### src/ged_pkg.sv
`timescale 1ns / 1ps
// ----------------------------------------------------------------------------
// ged_pkg
// Shared types, sizes and helpers of the grayscale erode / dilate window.
// ----------------------------------------------------------------------------
package ged_pkg;

  localparam int MAX_RADIUS   = 3;
  localparam int WIN          = 2 * MAX_RADIUS + 1;
  localparam int LINES        = 2 * MAX_RADIUS;
  localparam int MAX_WIDTH    = 1024;
  localparam int HEIGHT_LIMIT = 1024;
  localparam int PIX_W        = 8;
  localparam int COL_W        = $clog2(MAX_WIDTH);
  localparam int ROW_W        = $clog2(HEIGHT_LIMIT);
  localparam int DIM_W        = 11;
  localparam int RAD_W        = 2;
  localparam int MASK_SIDE    = 7;
  localparam int MASK_CENTRE  = 3;
  localparam int MASK_W       = MASK_SIDE * MASK_SIDE;
  localparam int MASK_IDX_W   = $clog2(MASK_W);
  localparam int POS_W        = $clog2(MAX_WIDTH * HEIGHT_LIMIT) + 1;
  localparam int CFG_IDX_W    = 3;
  localparam int CFG_W        = MASK_W;

  typedef logic [PIX_W-1:0] pix_t;
  typedef logic [WIN-1:0][PIX_W-1:0] column_t;
  typedef logic [LINES-1:0][PIX_W-1:0] line_t;

  typedef struct packed {
    logic [WIN-1:0] use_en;
    logic [WIN-1:0] in_img;
  } cell_sel_t;

  typedef enum logic [CFG_IDX_W-1:0] {
    CFG_OP_MODE      = 3'd0,
    CFG_RADIUS       = 3'd1,
    CFG_SE_MASK      = 3'd2,
    CFG_BORDER_VALUE = 3'd3,
    CFG_FRAME_WIDTH  = 3'd4,
    CFG_FRAME_HEIGHT = 3'd5
  } cfg_idx_t;

  localparam pix_t ERODE_INIT  = 8'd255;
  localparam pix_t DILATE_INIT = 8'd0;

  function automatic pix_t pick(pix_t a, pix_t b, logic dilate);
    if (dilate) begin
      return (a > b) ? a : b;
    end
    return (a < b) ? a : b;
  endfunction

endpackage

### src/ged_cell.sv
`timescale 1ns / 1ps
// ----------------------------------------------------------------------------
// ged_cell
// One window column: shifts in from its neighbor and reduces its pixels.
// ----------------------------------------------------------------------------
module ged_cell (
  input  logic              clk,
  input  logic              shift,
  input  logic              adv,
  input  ged_pkg::column_t  col_in,
  output ged_pkg::column_t  col_out,
  input  ged_pkg::cell_sel_t sel,
  input  logic              op_mode,
  input  ged_pkg::pix_t     border_value,
  output ged_pkg::pix_t     red
);
  import ged_pkg::*;

  column_t col_q;
  pix_t    red_next;
  pix_t    elem;

  assign col_out = col_q;

  always_comb begin
    red_next = op_mode ? DILATE_INIT : ERODE_INIT;
    elem = '0;
    for (int j = 0; j < WIN; j++) begin
      if (!sel.use_en[j]) begin
        elem = op_mode ? DILATE_INIT : ERODE_INIT;
      end else if (sel.in_img[j]) begin
        elem = col_q[j];
      end else begin
        elem = border_value;
      end
      red_next = pick(red_next, elem, op_mode);
    end
  end

  always_ff @(posedge clk) begin
    if (shift) begin
      col_q <= col_in;
    end
    if (adv) begin
      red <= red_next;
    end
  end

endmodule

### config.mk
export PLATFORM = sky130hd
export DESIGN_NAME = ged_cell
export DESIGN_NICKNAME = d
export VERILOG_FILES = /design/src/ged_pkg.sv /design/src/ged_cell.sv
export SDC_FILE = /design/constraint.sdc
export NUM_CORES = 1
export LEC_CHECK = 0
export ABC_CLOCK_PERIOD_IN_PS = 17800
export BUFFER_PORTS_ARGS = -buffer_cell sky130_fd_sc_hd__buf_4
export CAP_MARGIN = 20
export CORE_MARGIN = 3
export CORE_UTILIZATION = 40
export DETAILED_ROUTE_END_ITERATION = 8
export PLACE_DENSITY = 0.71
export SLEW_MARGIN = 25
export SYNTH_ARGS = -nofsm -noshare
export SYNTH_HDL_FRONTEND = slang
export SYNTH_SLANG_ARGS = --single-unit
### constraint.sdc
create_clock -name clk -period 17.8 [get_ports clk]
set_input_delay 0.89 -clock clk [delete_from_list [all_inputs] [get_ports clk]]
set_output_delay 0.89 -clock clk [all_outputs]
set_load 0.005 [all_outputs]
---- Yosys cells after proc, flatten, opt, wreduce, memory -nomap -nowiden ----
Index checks and enable logic that the tools add are counted.
storage, ports and cells
  bits in registers ....................... 64
  input bits .............................. 82
  output and inout port bits .............. 64
  logic and storage cells ................. 66
cells by class
  magnitude comparators ................... 14
  multiplexer cells ....................... 44
operators with widths
  operator                       number
  two-way mux 8 bit              43
  greater-than comparator 8 bit  7
  < comparator 8 bit             7
  two-way mux 1 bit              1

---- Logic depth before layout (Yosys ltp) ----
  word-level depth ........................ 30
  depth in mapped cells ................... 65
  mapped depth without buffers ............ 61

---- Worst setup path after synthesis ----
Ideal clock, no wire load.
  path type ............................... input to register
  start ................................... input op_mode
  end ..................................... register red[7], data pin
  setup time .............................. 0.277 ns
  arrival ................................. 12.951 ns
  required time ........................... 17.523 ns
  path slack .............................. 4.572 ns
  cell stages on the path ................. 58
  buffers on the path ..................... 6
  path through ............................ inv_1 clkbuf_1 clkbuf_1 clkbuf_1 ha_1 nor2b_1 o211ai_1 a21oi_1 o21ai_1 or2_2 a21boi_0 ha_1 a21oi_2 a21oi_4 or2_1 buf_6 o31ai_1 o21ai_0 (+22 left out) o21ai_0 ha_1 nor2b_1 o211ai_1 a21oi_1 nor2_1 nor3_1 o21ai_0 a221o_1 ha_1 o21ai_0 nand2b_1 a21oi_1 o21a_1 nor2_1 o22ai_1 a221oi_1 o221ai_1
between the ends
  word-level cells in the longest chain between the ends .. 30
  elaborated cells between the ends (all ways) .. 51
  those cells by class .................... order compare (14); mux (37)
RTL lines
  what                           line                            RTL
  start, declared                ged_cell.sv:13                  input logic op_mode,
  two-way mux 8 bit              ged_cell.sv:26, ged_cell.sv:30
  two-way mux 8 bit              ged_cell.sv:29                  if (!sel.use_en[j]) begin
  greater-than comparator 8 bit  ged_pkg.sv:49                   return (a > b) ? a : b;
  two-way mux 8 bit              ged_pkg.sv:49
  two-way mux 8 bit              ged_pkg.sv:48                   if (dilate) begin
  two-way mux 8 bit              ged_pkg.sv:51                   return (a < b) ? a : b;
  greater-than comparator 8 bit  ged_pkg.sv:49
  two-way mux 8 bit              ged_pkg.sv:49
  (+15 left out)                 --
  two-way mux 8 bit              ged_pkg.sv:49
  two-way mux 8 bit              ged_pkg.sv:48
  two-way mux 8 bit              ged_pkg.sv:51
  greater-than comparator 8 bit  ged_pkg.sv:49
  two-way mux 8 bit              ged_pkg.sv:49
  two-way mux 8 bit              ged_pkg.sv:48
  two-way mux 8 bit (*)          ged_pkg.sv:51
  net red_next[7]                ged_cell.sv:20                  pix_t red_next;
  end signal, assigned           ged_cell.sv:45                  red <= red_next;
  end, declared                  ged_cell.sv:15                  output ged_pkg::pix_t red
The timed path passes the listed nets; every way through them passes the cells marked *. The select of a mux whose other input is x is not followed.
A chain may end at the register's enable or synchronous reset.

---- Worst setup path in the final report ----
Same ends and word-level chain as after synthesis.

==> flow_summary.toml <==
[clock_network]
hold_buffers = 0
tritoncts = "yes"
cts_inserted_buffers = 9
cts_setup_buffers = 0
cts_root_buffer = "clkbuf_16"
clock_latency_ps = 330
htree_levels = 3
cts_sinks = 64
clk_pin_slew_ps = 60
ctsResizeCount = 0
cts_buffer_depth = 2

[worst_setup_path]
required_ps = 17850
arrival_ps = 15780
path_buf_inv = 3
path_max_fanout = 67
critical-path-max-stage-delay_ps = 740
crit_slowest_cell = "nor3_1"
critical_path_class = "input pin to register"
end_kind = "register"
cp_top_family = "compound AO/OA/AOI/OAI gates"
reg2reg_slack_ps = 3030
cpMostUsedCell = "ha_1"
crit_path_start_kind = "input pin"

[yosys]
synth_top_cell_area_share_pct = 31.0
yosysTopAreaCell = "edfxtp_1"
synth_edf_count = 64
netlist_instances = 702
synth_area_leaders = "edfxtp_1 (31%), ha_1 (11%), mux2i_1 (7.6%)"
synth_cell_types = 70
ys_dominant_reg_cell = "edfxtp_1"
ys_seq_elements = 64
syn_nets = 840
yosys_warnings = 0
avgSynthCellArea_um2 = 8.82
synth-seq-area-share_pct = 31.0
synthesis.area_um2 = 6190
async_flop_share_pct = 0

[power_and_ir_drop]
peakVddDrop_v = 0.0000738
power-per-cell-area_nw_per_um2 = 110
power_mw = 0.849
power_leakage_nw = 3.36

[detailed_routing]
num_vias = 6205
dr.max_layer_used = "met4"
drc = 0
routed_wl_um = 20100
dr_wl_met3_um = 2320
wl_per_cell_um = 19.8
first_iter_violations = 626
viasPerCell = 6.13
drt-met1-wl_um = 8740
drtAntennaViolNets = 0
first_pass_iters = 7
wl_met2_um = 8760

[finish]
final_core_util_pct = 51.9
nets = 962
diodes = 0
drive_gt1_share_pct = 23.9
stdcell_area_um2 = 7680
syn_to_final_growth_pct = 24.1

[job]
cap_violations = 0

[die]
die_w_um = 130
ios = 146
initial_core_util_pct = 41.8
dieArea_um2 = 17000
core.rowCount = 44
die_h_um = 130
core-area_um2 = 14800

[sta]
finalSetupViolations = 0
fmax_mhz = 63.6
period_needed_ps = 15730
tns_ps = 0
hold-worst-slack_ps = 728
hold_viol_final = 0
fin_skew_ps = 4.64
finalCritPeriodShare_pct = 88.3
max-slew-margin-rel_pct = 39.7
tightest_slew_ps = 892
slew_viol_final = 0
rsz0062_at_grt = "false"

[run_status]
outcome = "finished, final reports clean"

[grt]
track_usage_pct = 23.7
grt_pass1_vias = 5786
grt_max_degree = 68
grt_overflow_total = 0
antenna_found_initial = 0
grt_pass1_wl_um = 31600

[placement]
numPortBuffers = 145
dpl.hpwl_um = 16100
gp_congestion = 0.980
place_area_um2 = 7370

[hold_path]
hold_path.class = "input pin to register"
-- synth_stat cells (3+ instances only) --
| master | count |
|---|---|
| edfxtp_1 | 64 |
| inv_1 | 13 |
| a211o_1 | 5 |
| o32a_1 | 3 |
| nand3_1 | 15 |
| ha_1 | 56 |
| buf_2 | 4 |
| mux2i_1 | 47 |
| or2_2 | 6 |
| nor2_1 | 50 |
| o211ai_1 | 13 |
| nand2b_1 | 13 |
| o21ai_0 | 47 |
| o21bai_1 | 3 |
| clkbuf_1 | 29 |
| a21o_1 | 11 |
| nand4_1 | 12 |
| nor3_1 | 10 |
| o21a_1 | 5 |
| a31oi_1 | 6 |
| and4_1 | 3 |
| nand2_1 | 91 |
| a22oi_1 | 3 |
| o31ai_1 | 3 |
| and2_1 | 11 |
| a21boi_0 | 4 |
| nor2b_1 | 15 |
| o21ai_1 | 5 |
| o221ai_1 | 9 |
| mux2_2 | 15 |
| a211oi_1 | 15 |
| a22o_1 | 5 |
| a21oi_1 | 63 |
-- path summary, 6_finish.rpt --
check | cells past startpoint | endpoint | from
max | 52 | red[7] | op_mode
min | 1 | col_out[40] | col_in[40]
max reg2reg | 53 | red[7] | col_out[1]
min reg2reg | 3 | red[3] | col_out[51]
-- stage by stage --
stage	instances	setup WS, ps
finish	1013	2070
global route	1013	604
CTS	1013	2170
detailed placement	997	1900
global placement	997	2150
floorplan	702	4570
-- worst reg2reg max path, delay by kind of cell (launching register included) --
kind | cells | cell delay, ps
adders and majority gates | 7 | 2320
DFF | 1 | 340
and+or+nand+nor | 14 | 3390
muxes | 1 | 70
AOI/OAI and AO/OA | 31 | 8370
-- registers in the layout (all words and copies together), names as in the netlist --
name,count
col_out,56
red,8
-- placed cells by master, fill, tap and decap left out, drive strengths merged, types with 3 or more instances in the layout --
| cell | n |
|---|---|
| buf | 146 |
| nand2 | 91 |
| a21oi | 66 |
| edfxtp | 64 |
| ha | 56 |
| o21ai | 52 |
| nor2 | 51 |
| mux2i | 47 |
| a211oi | 17 |
| nor2b | 16 |
| inv | 16 |
| nand3 | 15 |
| mux2 | 15 |
| o211ai | 15 |
| nand2b | 13 |
| nand4 | 12 |
| a21o | 11 |
| and2 | 11 |
| nor3 | 10 |
| o221ai | 9 |
| clkbuf | 9 |
| or2 | 7 |
| a31oi | 6 |
| a211o | 5 |
| o21a | 5 |
| a22o | 5 |
| a21boi | 4 |
| o31ai | 4 |
| o21bai | 3 |
| and4 | 3 |
| a22oi | 3 |
| o32a | 3 |
| clkinv | 3 |
-- layer usage --
metal  up-vias  global-route usage, %
li1       2949                      -
met1      2878                   34.8
met2       358                   34.1
met3        20                   7.68
met4         0                   5.32
met5         -                      0
-- where the power goes --
| part | total, mW | switching, mW | internal (mW) |
|---|---|---|---|
| Sequential | 0.199 | 0.00837 | 0.191 |
| Clock | 0.179 | 0.0689 | 0.110 |
| Combinational | 0.471 | 0.282 | 0.188 |
-- layout make-up --
type                            instances  area, um^2
Clock buffer                            9         225
Clock inverter                          7        77.6
Fill cell                            1341        7130
Inverter                               13        48.8
Multi-Input combinational cell        590        4080
Sequential cell                        64        1920
Tap cell                              184         230
Timing Repair Buffer                  146        1100
-- logic make-up after synthesis --
kind of cell	synth area share (%)
mux	10.3
compound gates	26.3
flops	31.0
fa+ha+maj	11.3
simple gates	17.9
buf+inv	3.11
Note: power is estimated with default switching activity, not from simulation.
